File: src/rtl/crrs_pkg.sv
// ----------------------------------------------------------------------------
// crrs_pkg
// Shared types and constants for the core link round-robin select unit.
// ----------------------------------------------------------------------------
package crrs_pkg;

    // Links are fixed by the per-link register layout (4 mask bits, 4 x 15 NRI bits)
    localparam int NUM_LINKS          = 4;
    localparam int LINK_W             = 2;
    localparam int PTR_W              = 3;
    localparam int NRI_W              = 15;
    localparam int NRI_CONTAINER_BITS = 10;
    localparam int NRI_OUT_W          = 16;
    localparam int CFG_DATA_W         = 60;
    localparam int CFG_IDX_W          = 3;
    localparam int BITLEN_W           = 4;
    localparam int NULL_RANGE_W       = 31;
    localparam int REASON_W           = 3;

    // Configuration register indexes
    localparam logic [CFG_IDX_W-1:0] REG_NRI_BIT_LENGTH = 3'd0;
    localparam logic [CFG_IDX_W-1:0] REG_NULL_NRI_RANGE = 3'd1;
    localparam logic [CFG_IDX_W-1:0] REG_LINK_NRI_FIRST = 3'd2;
    localparam logic [CFG_IDX_W-1:0] REG_LINK_NRI_LAST  = 3'd3;
    localparam logic [CFG_IDX_W-1:0] REG_LINK_NRI_EN    = 3'd4;
    localparam logic [CFG_IDX_W-1:0] REG_LINK_PRESENT   = 3'd5;
    localparam logic [CFG_IDX_W-1:0] REG_ALLOW_ATTACH   = 3'd6;
    localparam logic [CFG_IDX_W-1:0] REG_ALLOW_EMERG    = 3'd7;

    // Selection reason codes
    localparam logic [REASON_W-1:0] REASON_PAGING   = 3'd0;
    localparam logic [REASON_W-1:0] REASON_NRI      = 3'd1;
    localparam logic [REASON_W-1:0] REASON_RR_NEW   = 3'd2;
    localparam logic [REASON_W-1:0] REASON_RR_NULL  = 3'd3;
    localparam logic [REASON_W-1:0] REASON_NONE     = 3'd4;

    // NRI value reported when there is none (-1)
    localparam logic [NRI_OUT_W-1:0] NRI_NONE = 16'hFFFF;

    typedef struct packed {
        logic [BITLEN_W-1:0]        nri_bit_length;
        logic [NULL_RANGE_W-1:0]    null_nri_range;
        logic [NUM_LINKS*NRI_W-1:0] link_nri_first;
        logic [NUM_LINKS*NRI_W-1:0] link_nri_last;
        logic [NUM_LINKS-1:0]       link_nri_enable;
        logic [NUM_LINKS-1:0]       link_present_mask;
        logic [NUM_LINKS-1:0]       allow_attach_mask;
        logic [NUM_LINKS-1:0]       allow_emerg_mask;
    } t_cfg;

    typedef struct packed {
        logic             valid;
        logic [NRI_W-1:0] value;
        logic             is_null;
    } t_nri;

    typedef struct packed {
        logic                 found;
        logic                 by_nri;
        logic [LINK_W-1:0]    link;
        logic [NUM_LINKS-1:0] lost_mask;
    } t_pick;

endpackage

File: src/rtl/core_link_nri_round_robin_select_unit.sv
// ----------------------------------------------------------------------------
// core_link_nri_round_robin_select_unit
// Core link selection per request: paging match, NRI range, round-robin.
// ----------------------------------------------------------------------------
// Usage:
//   Input channel: i_valid / o_stall with one port per request field. A word
//   is taken on a rising edge with i_valid high and o_stall low.
//   Output channel: o_valid / i_stall with one port per result field.
//   Config: i_cfg_we writes i_cfg_data into register i_cfg_index; write only
//   while no request is in flight.
//   Each request passes through the input register, then the result register.
//   Throughput: one request per cycle while the receiver does not stall; the
//   selection and the round-robin pointer update settle within the single
//   logic stage.
//   Reset (synchronous, active low) empties both stages, loads the register
//   defaults and clears the normal and emergency round-robin pointers.
//   When the receiver stalls, the result register holds its word and the
//   input register still fills; o_stall rises once both are occupied.
// ----------------------------------------------------------------------------
module core_link_nri_round_robin_select_unit (
    input  logic                                     i_clk,
    input  logic                                     i_rst_n,
    // configuration
    input  logic                                     i_cfg_we,
    input  logic [crrs_pkg::CFG_IDX_W-1:0]           i_cfg_index,
    input  logic [crrs_pkg::CFG_DATA_W-1:0]          i_cfg_data,
    // request channel
    input  logic                                     i_valid,
    output logic                                     o_stall,
    input  logic                                     i_is_paging_response,
    input  logic                                     i_paging_match_valid,
    input  logic [crrs_pkg::LINK_W-1:0]              i_paging_match_link,
    input  logic                                     i_nri_container_valid,
    input  logic [crrs_pkg::NRI_CONTAINER_BITS-1:0]  i_nri_container,
    input  logic                                     i_identity_is_tmsi,
    input  logic [31:0]                              i_tmsi,
    input  logic                                     i_from_other_plmn,
    input  logic                                     i_is_emergency,
    input  logic [crrs_pkg::NUM_LINKS-1:0]           i_link_ready_mask,
    // result channel
    output logic                                     o_valid,
    input  logic                                     i_stall,
    output logic                                     o_link_found,
    output logic [crrs_pkg::LINK_W-1:0]              o_selected_link,
    output logic [crrs_pkg::REASON_W-1:0]            o_select_reason,
    output logic signed [crrs_pkg::NRI_OUT_W-1:0]    o_nri_value,
    output logic [crrs_pkg::NUM_LINKS-1:0]           o_attach_lost_mask,
    output logic                                     o_emergency_forwarded,
    output logic                                     o_emergency_lost
);
    import crrs_pkg::*;

    t_cfg cfg;
    t_nri nri;
    t_pick pick;

    // input stage
    logic                          r_in_valid;
    logic                          r_is_paging_response;
    logic                          r_paging_match_valid;
    logic [LINK_W-1:0]             r_paging_match_link;
    logic                          r_nri_container_valid;
    logic [NRI_CONTAINER_BITS-1:0] r_nri_container;
    logic                          r_identity_is_tmsi;
    logic [31:0]                   r_tmsi;
    logic                          r_from_other_plmn;
    logic                          r_is_emergency;
    logic [NUM_LINKS-1:0]          r_link_ready_mask;

    // round-robin pointers
    logic [PTR_W-1:0]              r_next_normal;
    logic [PTR_W-1:0]              r_next_emerg;
    logic [PTR_W-1:0]              n_next_normal;
    logic [PTR_W-1:0]              n_next_emerg;

    // result stage
    logic                          r_out_valid;
    logic                          r_link_found;
    logic [LINK_W-1:0]             r_selected_link;
    logic [REASON_W-1:0]           r_select_reason;
    logic [NRI_OUT_W-1:0]          r_nri_value;
    logic [NUM_LINKS-1:0]          r_attach_lost_mask;
    logic                          r_emergency_forwarded;
    logic                          r_emergency_lost;

    logic                          n_link_found;
    logic [LINK_W-1:0]             n_selected_link;
    logic [REASON_W-1:0]           n_select_reason;
    logic [NRI_OUT_W-1:0]          n_nri_value;
    logic [NUM_LINKS-1:0]          n_attach_lost_mask;
    logic                          n_emergency_forwarded;
    logic                          n_emergency_lost;

    logic                          out_load;
    logic                          in_load;
    logic                          paging_hit;
    logic [PTR_W-1:0]              ptr;
    logic [PTR_W-1:0]              ptr_after;

    crrs_cfg_regs u_cfg_regs (
        .i_clk       (i_clk),
        .i_rst_n     (i_rst_n),
        .i_cfg_we    (i_cfg_we),
        .i_cfg_index (i_cfg_index),
        .i_cfg_data  (i_cfg_data),
        .o_cfg       (cfg)
    );

    crrs_nri_extract u_nri_extract (
        .i_nri_container_valid (r_nri_container_valid),
        .i_nri_container       (r_nri_container),
        .i_identity_is_tmsi    (r_identity_is_tmsi),
        .i_tmsi                (r_tmsi),
        .i_from_other_plmn     (r_from_other_plmn),
        .i_cfg                 (cfg),
        .o_nri                 (nri)
    );

    assign ptr = r_is_emergency ? r_next_emerg : r_next_normal;

    crrs_link_pick u_link_pick (
        .i_cfg             (cfg),
        .i_nri             (nri),
        .i_is_emergency    (r_is_emergency),
        .i_link_ready_mask (r_link_ready_mask),
        .i_ptr             (ptr),
        .o_pick            (pick)
    );

    // Handshake: result register frees when taken, input register when it moves on
    assign out_load = !r_out_valid || !i_stall;
    assign in_load  = !r_in_valid || out_load;
    assign o_stall  = !in_load;

    // Capture the request word
    always_ff @(posedge i_clk) begin
        if (!i_rst_n) begin
            r_in_valid <= 1'b0;
        end else if (in_load) begin
            r_in_valid <= i_valid;
        end
    end

    always_ff @(posedge i_clk) begin
        if (in_load && i_valid) begin
            r_is_paging_response  <= i_is_paging_response;
            r_paging_match_valid  <= i_paging_match_valid;
            r_paging_match_link   <= i_paging_match_link;
            r_nri_container_valid <= i_nri_container_valid;
            r_nri_container       <= i_nri_container;
            r_identity_is_tmsi    <= i_identity_is_tmsi;
            r_tmsi                <= i_tmsi;
            r_from_other_plmn     <= i_from_other_plmn;
            r_is_emergency        <= i_is_emergency;
            r_link_ready_mask     <= i_link_ready_mask;
        end
    end

    // Build the result word and the pointer update
    assign paging_hit = r_is_paging_response && r_paging_match_valid
                        && cfg.link_present_mask[r_paging_match_link];
    assign ptr_after  = PTR_W'({1'b0, pick.link}) + PTR_W'(1);

    always_comb begin
        n_next_normal         = r_next_normal;
        n_next_emerg          = r_next_emerg;
        n_link_found          = 1'b0;
        n_selected_link       = '0;
        n_select_reason       = REASON_NONE;
        n_nri_value           = NRI_NONE;
        n_attach_lost_mask    = '0;
        n_emergency_forwarded = 1'b0;
        n_emergency_lost      = 1'b0;
        if (paging_hit) begin
            n_link_found    = 1'b1;
            n_selected_link = r_paging_match_link;
            n_select_reason = REASON_PAGING;
        end else begin
            n_nri_value        = nri.valid ? {1'b0, nri.value} : NRI_NONE;
            n_attach_lost_mask = pick.lost_mask;
            if (pick.found) begin
                n_link_found          = 1'b1;
                n_selected_link       = pick.link;
                n_emergency_forwarded = r_is_emergency;
                if (pick.by_nri) begin
                    n_select_reason = REASON_NRI;
                end else begin
                    n_select_reason = nri.is_null ? REASON_RR_NULL : REASON_RR_NEW;
                    if (r_is_emergency) begin
                        n_next_emerg = ptr_after;
                    end else begin
                        n_next_normal = ptr_after;
                    end
                end
            end else begin
                n_emergency_lost = r_is_emergency;
            end
        end
    end

    // Advance the pointers only when a request moves into the result stage
    always_ff @(posedge i_clk) begin
        if (!i_rst_n) begin
            r_next_normal <= '0;
            r_next_emerg  <= '0;
        end else if (r_in_valid && out_load) begin
            r_next_normal <= n_next_normal;
            r_next_emerg  <= n_next_emerg;
        end
    end

    // Result register
    always_ff @(posedge i_clk) begin
        if (!i_rst_n) begin
            r_out_valid <= 1'b0;
        end else if (out_load) begin
            r_out_valid <= r_in_valid;
        end
    end

    always_ff @(posedge i_clk) begin
        if (out_load && r_in_valid) begin
            r_link_found          <= n_link_found;
            r_selected_link       <= n_selected_link;
            r_select_reason       <= n_select_reason;
            r_nri_value           <= n_nri_value;
            r_attach_lost_mask    <= n_attach_lost_mask;
            r_emergency_forwarded <= n_emergency_forwarded;
            r_emergency_lost      <= n_emergency_lost;
        end
    end

    assign o_valid               = r_out_valid;
    assign o_link_found          = r_link_found;
    assign o_selected_link       = r_selected_link;
    assign o_select_reason       = r_select_reason;
    assign o_nri_value           = r_nri_value;
    assign o_attach_lost_mask    = r_attach_lost_mask;
    assign o_emergency_forwarded = r_emergency_forwarded;
    assign o_emergency_lost      = r_emergency_lost;

endmodule

File: src/rtl/crrs_cfg_regs.sv
// ----------------------------------------------------------------------------
// crrs_cfg_regs
// Configuration register file written through a plain write port.
// ----------------------------------------------------------------------------
module crrs_cfg_regs (
    input  logic                             i_clk,
    input  logic                             i_rst_n,
    input  logic                             i_cfg_we,
    input  logic [crrs_pkg::CFG_IDX_W-1:0]   i_cfg_index,
    input  logic [crrs_pkg::CFG_DATA_W-1:0]  i_cfg_data,
    output crrs_pkg::t_cfg                   o_cfg
);
    import crrs_pkg::*;

    t_cfg r_cfg;

    // Load the addressed register, keep only its own bits
    always_ff @(posedge i_clk) begin
        if (!i_rst_n) begin
            r_cfg.nri_bit_length    <= BITLEN_W'(10);
            r_cfg.null_nri_range    <= '0;
            r_cfg.link_nri_first    <= '0;
            r_cfg.link_nri_last     <= '0;
            r_cfg.link_nri_enable   <= '0;
            r_cfg.link_present_mask <= NUM_LINKS'(1);
            r_cfg.allow_attach_mask <= '1;
            r_cfg.allow_emerg_mask  <= '1;
        end else if (i_cfg_we) begin
            case (i_cfg_index)
                REG_NRI_BIT_LENGTH: r_cfg.nri_bit_length    <= i_cfg_data[BITLEN_W-1:0];
                REG_NULL_NRI_RANGE: r_cfg.null_nri_range    <= i_cfg_data[NULL_RANGE_W-1:0];
                REG_LINK_NRI_FIRST: r_cfg.link_nri_first    <= i_cfg_data[NUM_LINKS*NRI_W-1:0];
                REG_LINK_NRI_LAST:  r_cfg.link_nri_last     <= i_cfg_data[NUM_LINKS*NRI_W-1:0];
                REG_LINK_NRI_EN:    r_cfg.link_nri_enable   <= i_cfg_data[NUM_LINKS-1:0];
                REG_LINK_PRESENT:   r_cfg.link_present_mask <= i_cfg_data[NUM_LINKS-1:0];
                REG_ALLOW_ATTACH:   r_cfg.allow_attach_mask <= i_cfg_data[NUM_LINKS-1:0];
                REG_ALLOW_EMERG:    r_cfg.allow_emerg_mask  <= i_cfg_data[NUM_LINKS-1:0];
                default: ;
            endcase
        end
    end

    assign o_cfg = r_cfg;

endmodule

File: src/rtl/crrs_nri_extract.sv
// ----------------------------------------------------------------------------
// crrs_nri_extract
// Derives the NRI from the container or the TMSI and checks the NULL range.
// ----------------------------------------------------------------------------
module crrs_nri_extract (
    input  logic                                      i_nri_container_valid,
    input  logic [crrs_pkg::NRI_CONTAINER_BITS-1:0]   i_nri_container,
    input  logic                                      i_identity_is_tmsi,
    input  logic [31:0]                               i_tmsi,
    input  logic                                      i_from_other_plmn,
    input  crrs_pkg::t_cfg                            i_cfg,
    output crrs_pkg::t_nri                            o_nri
);
    import crrs_pkg::*;

    logic [BITLEN_W-1:0] bitlen;
    logic [BITLEN_W-1:0] cont_shift;
    logic [NRI_CONTAINER_BITS-1:0] cont_val;
    logic [4:0]          tmsi_shift;
    logic [23:0]         tmsi_shifted;
    logic [NRI_W:0]      tmsi_mask;
    logic                nri_ok;
    logic [NRI_W-1:0]    nri_val;
    logic [NRI_W-1:0]    null_first;
    logic [NRI_W-1:0]    null_last;

    assign bitlen = i_cfg.nri_bit_length;

    // Container: drop the unused low bits when fewer than 10 bits are in use
    always_comb begin
        cont_shift = BITLEN_W'(NRI_CONTAINER_BITS) - bitlen;
        if (bitlen < BITLEN_W'(NRI_CONTAINER_BITS)) begin
            cont_val = i_nri_container >> cont_shift;
        end else begin
            cont_val = i_nri_container;
        end
    end

    // TMSI: take bitlen bits ending at bit 23
    assign tmsi_shift   = 5'd24 - {1'b0, bitlen};
    assign tmsi_shifted = i_tmsi[23:0] >> tmsi_shift;
    assign tmsi_mask    = ((NRI_W+1)'(1) << bitlen) - (NRI_W+1)'(1);

    // Pick the source, then drop it for other-network requests
    always_comb begin
        nri_ok  = 1'b0;
        nri_val = '0;
        if (i_nri_container_valid) begin
            nri_ok  = 1'b1;
            nri_val = NRI_W'(cont_val);
        end else if (i_identity_is_tmsi && bitlen != '0) begin
            nri_ok  = 1'b1;
            nri_val = tmsi_shifted[NRI_W-1:0] & tmsi_mask[NRI_W-1:0];
        end
        if (i_from_other_plmn) begin
            nri_ok = 1'b0;
        end
    end

    assign null_first = i_cfg.null_nri_range[NRI_W-1:0];
    assign null_last  = i_cfg.null_nri_range[2*NRI_W-1:NRI_W];

    assign o_nri.valid   = nri_ok;
    assign o_nri.value   = nri_val;
    assign o_nri.is_null = nri_ok && i_cfg.null_nri_range[NULL_RANGE_W-1]
                           && nri_val >= null_first && nri_val <= null_last;

endmodule

File: src/rtl/crrs_link_pick.sv
// ----------------------------------------------------------------------------
// crrs_link_pick
// Chooses a link by NRI range match, else by round-robin from a pointer.
// ----------------------------------------------------------------------------
module crrs_link_pick (
    input  crrs_pkg::t_cfg                   i_cfg,
    input  crrs_pkg::t_nri                   i_nri,
    input  logic                             i_is_emergency,
    input  logic [crrs_pkg::NUM_LINKS-1:0]   i_link_ready_mask,
    input  logic [crrs_pkg::PTR_W-1:0]       i_ptr,
    output crrs_pkg::t_pick                  o_pick
);
    import crrs_pkg::*;

    logic [NUM_LINKS-1:0] match;
    logic [NUM_LINKS-1:0] usable;
    logic [NUM_LINKS-1:0] nri_hit;
    logic [NUM_LINKS-1:0] rr_ok;
    logic [NUM_LINKS-1:0] lost;
    logic                 hit_seen;
    logic                 hit_found;
    logic [LINK_W-1:0]    hit_idx;
    logic                 next_found;
    logic [LINK_W-1:0]    next_idx;
    logic                 first_found;
    logic [LINK_W-1:0]    first_idx;

    // Per-link qualification, all links in parallel
    always_comb begin
        for (int i = 0; i < NUM_LINKS; i++) begin
            match[i]   = i_nri.valid && i_cfg.link_nri_enable[i]
                         && i_nri.value >= i_cfg.link_nri_first[NRI_W*i +: NRI_W]
                         && i_nri.value <= i_cfg.link_nri_last[NRI_W*i +: NRI_W];
            usable[i]  = i_cfg.link_present_mask[i] && i_link_ready_mask[i]
                         && (!i_is_emergency || i_cfg.allow_emerg_mask[i]);
            nri_hit[i] = usable[i] && match[i] && !i_nri.is_null;
            rr_ok[i]   = usable[i] && i_cfg.allow_attach_mask[i];
        end
    end

    // Priority encode: NRI hit, next round-robin at/above pointer, lowest round-robin
    always_comb begin
        hit_seen    = 1'b0;
        hit_found   = 1'b0;
        hit_idx     = '0;
        next_found  = 1'b0;
        next_idx    = '0;
        first_found = 1'b0;
        first_idx   = '0;
        lost        = '0;
        for (int i = 0; i < NUM_LINKS; i++) begin
            // Links after the NRI hit are never marked lost
            if (!hit_seen) begin
                lost[i] = i_cfg.link_present_mask[i] && !usable[i] && match[i];
            end
            if (nri_hit[i] && !hit_found) begin
                hit_found = 1'b1;
                hit_idx   = LINK_W'(i);
            end
            hit_seen = hit_seen || nri_hit[i];
            if (rr_ok[i] && !first_found) begin
                first_found = 1'b1;
                first_idx   = LINK_W'(i);
            end
            if (rr_ok[i] && !next_found && PTR_W'(i) >= i_ptr) begin
                next_found = 1'b1;
                next_idx   = LINK_W'(i);
            end
        end
    end

    always_comb begin
        o_pick.lost_mask = lost;
        o_pick.by_nri    = hit_found;
        o_pick.found     = hit_found || first_found;
        if (hit_found) begin
            o_pick.link = hit_idx;
        end else if (next_found) begin
            o_pick.link = next_idx;
        end else begin
            o_pick.link = first_idx;
        end
    end

endmodule
File: config.mk
export PLATFORM = sky130hd
export DESIGN_NAME = core_link_nri_round_robin_select_unit
export DESIGN_NICKNAME = d
export VERILOG_FILES = /design/src/rtl/crrs_pkg.sv /design/src/rtl/core_link_nri_round_robin_select_unit.sv /design/src/rtl/crrs_cfg_regs.sv /design/src/rtl/crrs_nri_extract.sv /design/src/rtl/crrs_link_pick.sv
export SDC_FILE = /design/constraint.sdc
export NUM_CORES = 1
export LEC_CHECK = 0
export BUFFER_PORTS_ARGS = -buffer_cell sky130_fd_sc_hd__buf_2
export CAP_MARGIN = 25
export CORE_MARGIN = 10
export CORE_UTILIZATION = 40
export CTS_CLUSTER_DIAMETER = 120
export DETAILED_ROUTE_END_ITERATION = 6
export HOLD_SLACK_MARGIN = 0.1
export SLEW_MARGIN = 20
export SYNTH_ARGS = -nofsm -noshare
export SYNTH_HDL_FRONTEND = slang
export SYNTH_HIERARCHICAL = 1
export SYNTH_SLANG_ARGS = --single-unit
export TNS_END_PERCENT = 20
File: constraint.sdc
create_clock -name i_clk -period 13 [get_ports i_clk]
set_input_delay 2.6 -clock i_clk [delete_from_list [all_inputs] [get_ports i_clk]]
set_output_delay 2.6 -clock i_clk [all_outputs]
set_load 0.01 [all_outputs]
==> summary.md, run 1 <==
| Metric | Value |
|---|---|
| Cells after Synth | 1674 |
| Synthesized Nets | 1955 |
| Post-CTS resize count | 0 |
| DR vias/cell | 5.203 |
| Final ANT Viol Nets | 0 |
| Clk Latency, worst-skew pair | 0.58 ns |
| Peak VDD IR | 0.0001275 V |
| Synthesized area per cell | 9.258 µm² |
| Post-route cell area | 17590 µm² |
| Num CTS Buffers | 30 |
| # fillers | 3765 |
| Clock root cell | clkbuf_16 |
| Syn-to-layout area delta | 13.48% |
| H-tree depth | 1 |
| Minimum clock period | 7.552 ns |
| # DRC | 0 |
| Pleak | 7.428 nW |
| CTS tree | built |
| Core Area | 38470 µm² |
| Initial Util | 0.4029 |
| Outcome | finished, final reports clean |
| Final GP Congestion | 0.8771 |
| DR pass1 iterations | 5 |
| Worst Hold End | u_cfg_regs/o_cfg[101] |
| PortBufs | 143 |
| Reg2reg end | r_next_emerg[2] |
| Buffers & Inverters on Critical Path | 4 |
| CP cell instances | buf_4 -> clkinv_1 -> ha_1 -> ha_1 -> inv_1 -> a311o_1 -> o2111ai_1 -> o211ai_1 -> buf_4 -> ha_1 -> a21oi_1 -> a21oi_1 -> a2111oi_0 -> nor3_1 -> o2111a_1 -> a2111oi_4 -> nor2_2 -> nand4b_1 -> nand2_1 -> or4_1 -> mux2i_1 |
| Initial drt markers | 685 |
| Critical Path End Type | flip-flop |
| Chip width | 216.8 µm |
| Clock Tree Buf Depth | 3 |
| DIE HEIGHT | 216.8 µm |
| Worst reg-to-reg setup slack | 5.45 ns |
| Reg2Reg Depth | 21 |
| Relative slew slack | 0.2740 |
| Crit-path most repeated cell | ha_1 |
| Hold WC Path Type | flip-flop to flip-flop |
| Min-delay src | u_cfg_regs/o_cfg[101] |
| # hold bufs at CTS | 0 |
| Crit path largest cell delay | 0.87 ns |
| CP Max Fanout | 40 |
| Total Routing Usage GR | 0.1731 |
| Largest net degree at the start of global routing | 98 |
| Reg2Reg Launch Point | u_cfg_regs/o_cfg[167] |
| Die area | 47020 µm² |
| Final worst slack | 5.448 ns |
| Total grt overflow | 0 |
| Slowest CP cell | ha_1 |
| Tcrit/Tclk final | 0.5809 |
| Vias | 12180 |
| CP top delay family | compound AO/OA/AOI/OAI gates |
| Initial antenna violation count | 3 |
| Setup repair bufs after CTS | 0 |
| Worst EP required | 13.46 ns |
| CP Class | flip-flop to flip-flop |
| Synth warn | 6 |
| PD cells | 109.7 nW/µm² |
| Wirelength per Cell | 18.01 µm |
| Clock slew at reported path FFs | 0.06 ns |
| Final hold slack | 0.4560 ns |
| First-pass GRT wire length | 66050 µm |
| Routed WL | 42130 µm |
| Syn Std Cell Area | 15500 µm² |
| Total Neg Setup Slack | 0 ns |
| Maxcap violations | 0 |
| Final hold violations | 0 |
| Fmax | 132.4 MHz |
| Share of layout cells above drive strength 1 | 0.1488 |
| CTS Sinks | 253 |
| Slew Limit Fails | 0 |
| Vias in the first global route | 12270 |
| Final setup vio count | 0 |
| Crit path launch type | flip-flop |
| WP data arrival | 8.02 ns |
| IO Pins | 152 |
| Final Net Count | 2078 |
| Setup WS pre-CTS | 5.503 ns |
| Hold depth | 2 |
| Worst Skew | 0.02523 ns |
| Row count | 72 |
| RSZ-0062 raised after global routing | false |
| Least-Margin Pin Slew | 1.089 ns |
| Placed Area | 16680 µm² |
| Overall Power | 1.929 mW |
| Dpl hpwl | 30060 µm |
## layer usage
layer  GRT usage  wire length (µm)
met5           0                46
met4     0.04451               968
met3     0.03079              1679
met2      0.2980             20140
met1      0.2195             19300
## metrics by stage
stage	instances	utilization
after floorplan	1674	-
after CTS	2338	0.4564
after global placement	2280	0.4329
after global routing	2339	0.4572
final	2340	0.4572
after detailed placement	2282	0.4336
## sequential cells by signal, summed over array words and instances (netlist names)
name and flops:
o_attach_lost_mask 4, o_emergency_forwarded 1, o_emergency_lost 1, o_link_found 1, o_nri_value 16, o_select_reason 3, o_selected_link 2, o_valid 1
r_from_other_plmn 1, r_identity_is_tmsi 1, r_in_valid 1, r_is_emergency 1, r_is_paging_response 1, r_link_ready_mask 4, r_next_emerg 3, r_next_normal 3
r_nri_container 10, r_nri_container_valid 1, r_paging_match_link 2, r_paging_match_valid 1, r_tmsi 24, u_cfg_regs/o_cfg 171
## power by group
part           internal [mW]  switching, mW
clock                  0.422          0.336
sequential             0.839         0.0138
combinational          0.127          0.190
total                   1.39          0.540
## cell type report
cell class / count / area [µm²] / area share
clock buffers: 37 / 777.0 / 0.04418
inverters: 156 / 585.6 / 0.03329
multi-input cells: 1187 / 8720 / 0.4958
well taps: 518 / 648.1 / 0.03685
flip-flops and latches: 253 / 5806 / 0.3301
repair buffers: 169 / 947.2 / 0.05385
clock inverters: 19 / 102.6 / 0.005833
diodes: 1 / 2.502 / 0.0001423
## worst min-delay path, delay by kind of cell, from the launching register on
kind,cells,cell delay [ns]
DFF,1,0.31
and+or+nand+nor,1,0.05
muxes,1,0.05
## layout by cell type, fill, tap and decap left out, drive strengths merged, types with 4 or more instances in the layout
cell and count:
a2111oi 7, a211oi 13, a21o 19, a21oi 64, a22oi 8, a31oi 4, and2 8, and3 11
buf 169, clkbuf 37, clkinv 18, dfxtp 179, edfxtp 74, ha 159, inv 155, mux2 20
mux2i 207, mux4 7, nand2 308, nand2b 9, nand3 27, nand3b 5, nand4 31, nand4b 4
nor2 59, nor2b 37, nor3 17, o2111ai 5, o211ai 9, o21a 8, o21ai 56, o22ai 4
o31ai 8, or2 17, xnor2 6
## worst max path at each step
stage,to,startpoint,depth (start not counted)
floorplan,r_next_emerg[0],u_cfg_regs/o_cfg[167],24
global placement,r_next_emerg[1],u_cfg_regs/o_cfg[167],20
detailed placement,r_next_normal[2],u_cfg_regs/o_cfg[167],20
CTS,r_next_normal[2],u_cfg_regs/o_cfg[167],20
global route,r_next_normal[2],u_cfg_regs/o_cfg[167],22
finish,r_next_emerg[2],u_cfg_regs/o_cfg[167],21
Note: power is estimated with default switching activity, not from simulation.
==> run 2, diff against run 1 <==
- clock period: 13 -> 6.56 ns (I/O delays scaled with it)
==> summary.md, run 2 (synthesis results as in run 1) <==
| Metric | Value |
|---|---|
| Clock Tree Buf Depth | 3 |
| Tcrit/Tclk final | 0.9088 |
| Clock slew at reported path FFs | 0.06 ns |
| Initial antenna violation count | 5 |
| CTS tree | built |
| Maxcap violations | 0 |
| Syn-to-layout area delta | 15.54% |
| Die area | 47020 µm² |
| Hold WC Path Type | flip-flop to flip-flop |
| Peak VDD IR | 0.0002185 V |
| Final hold violations | 0 |
| Slew Limit Fails | 0 |
| Core Area | 38470 µm² |
| Least-Margin Pin Slew | 0.9530 ns |
| Total Routing Usage GR | 0.1779 |
| Final setup vio count | 0 |
| RSZ-0062 raised after global routing | false |
| Most frequent cells in the layout | nand2_1, mux2i_1, dfxtp_1 |
| Setup repair bufs after CTS | 0 |
| WP data arrival | 6.43 ns |
| Worst EP required | 7.03 ns |
| Total grt overflow | 0 |
| Fmax | 167.7 MHz |
| Routed WL | 43060 µm |
| Post-CTS resize count | 0 |
| Vias in the first global route | 12320 |
| Vias | 12210 |
| Clock root cell | clkbuf_16 |
| Number of flip-flops in the largest register | 171 |
| # hold bufs at CTS | 0 |
| Pleak | 7.603 nW |
| Commonest non-fill, non-tap cell in the layout | nand2_1 |
| Outcome | finished, final reports clean |
| First-pass GRT wire length | 67540 µm |
| DR pass1 iterations | 5 |
| Dpl hpwl | 31800 µm |
| Largest net degree at the start of global routing | 106 |
| Wirelength per Cell | 18.27 µm |
| Num CTS Buffers | 30 |
| Minimum clock period | 5.961 ns |
| Total Neg Setup Slack | 0 ns |
| Initial Util | 0.4029 |
| Share of layout cells above drive strength 1 | 0.1611 |
| Worst Skew | 0.01333 ns |
| Critical Path End Type | flip-flop |
| CP Max Fanout | 39 |
| H-tree depth | 1 |
| # DRC | 0 |
| Total area of sequential cells | 5806 µm² |
| Initial drt markers | 768 |
| Relative slew slack | 0.3619 |
| PortBufs | 143 |
| # fillers | 3733 |
| DIE HEIGHT | 216.8 µm |
| IO Pins | 152 |
| Final GP Congestion | 0.8830 |
| Crit path launch type | flip-flop |
| Final hold slack | 0.4541 ns |
| Row count | 72 |
| CTS Sinks | 253 |
| Final Net Count | 2095 |
| Clk Latency, worst-skew pair | 0.58 ns |
| Multi-input logic area | 8717 µm² |
| Chip width | 216.8 µm |
| Final ANT Viol Nets | 0 |
| DR vias/cell | 5.180 |
| PD cells | 227.9 nW/µm² |
| CP Class | flip-flop to flip-flop |
==> run 2: critical path, stage by stage (launching register included) <==
cell and delay [ns]:
dfxtp_1 0.31, buf_4 0.26, ha_1 0.33, xnor2_1 0.71, mux2_2 0.41, a22oi_1 0.28
o22ai_1 0.12, a31o_2 0.41, ha_1 0.37, a21oi_1 0.17, nor2_1 0.07, a2111oi_0 0.40
nor3_1 0.11, o2111a_1 0.42, a2111oi_4 0.45, nor2_2 0.12, nand4b_1 0.13, nand2_1 0.05
or4_1 0.51, mux2i_1 0.16
==> run 2: path summary, 6_finish.rpt <==
path	slack [ns]	cells past startpoint	endpoint	start
worst max-delay path	0.60	19	r_next_emerg[2]	u_cfg_regs/o_cfg[167]
worst min-delay path	0.45	2	u_cfg_regs/o_cfg[105]	u_cfg_regs/o_cfg[105]
worst max register to register	0.60	19	r_next_emerg[2]	u_cfg_regs/o_cfg[167]
worst min register to register	0.45	2	u_cfg_regs/o_cfg[105]	u_cfg_regs/o_cfg[105]
==> run 2: per-stage QoR <==
step	cell area, µm²	total power, mW	setup WS (ns)	util	instances
finish	17910	4.081	0.5986	0.4655	2357
global route	17900	4.274	0.1244	0.4655	2356
CTS	17870	4.129	0.5963	0.4647	2354
detailed placement	16830	2.356	0.6517	0.4375	2299
global placement	16800	2.340	0.6976	0.4368	2297
floorplan	15500	2.135	0.02820	-	1674
==> run 2: final cells by class <==
cell class,instances,share of cell area
inverters,156,0.03270
flip-flops and latches,253,0.3242
multi-input cells,1187,0.4868
diodes,2,0.0002795
well taps,518,0.03619
clock buffers,42,0.04786
repair buffers,186,0.06142
clock inverters,13,0.01055
==> run 2: layer usage <==
| metal | GRT usage | vias to the layer above | part of all wire |
|---|---|---|---|
| li1 | - | 6152 | - |
| met1 | 0.2253 | 5754 | 0.45 |
| met2 | 0.2987 | 226 | 0.47 |
| met3 | 0.03717 | 69 | 0.051 |
| met4 | 0.05383 | 8 | 0.027 |
| met5 | 0 | - | 0.0013 |
==> run 2: power breakdown <==
group          switching, mW  internal (mW)
clock                  0.685           1.07
combinational          0.376          0.261
sequential            0.0280           1.66
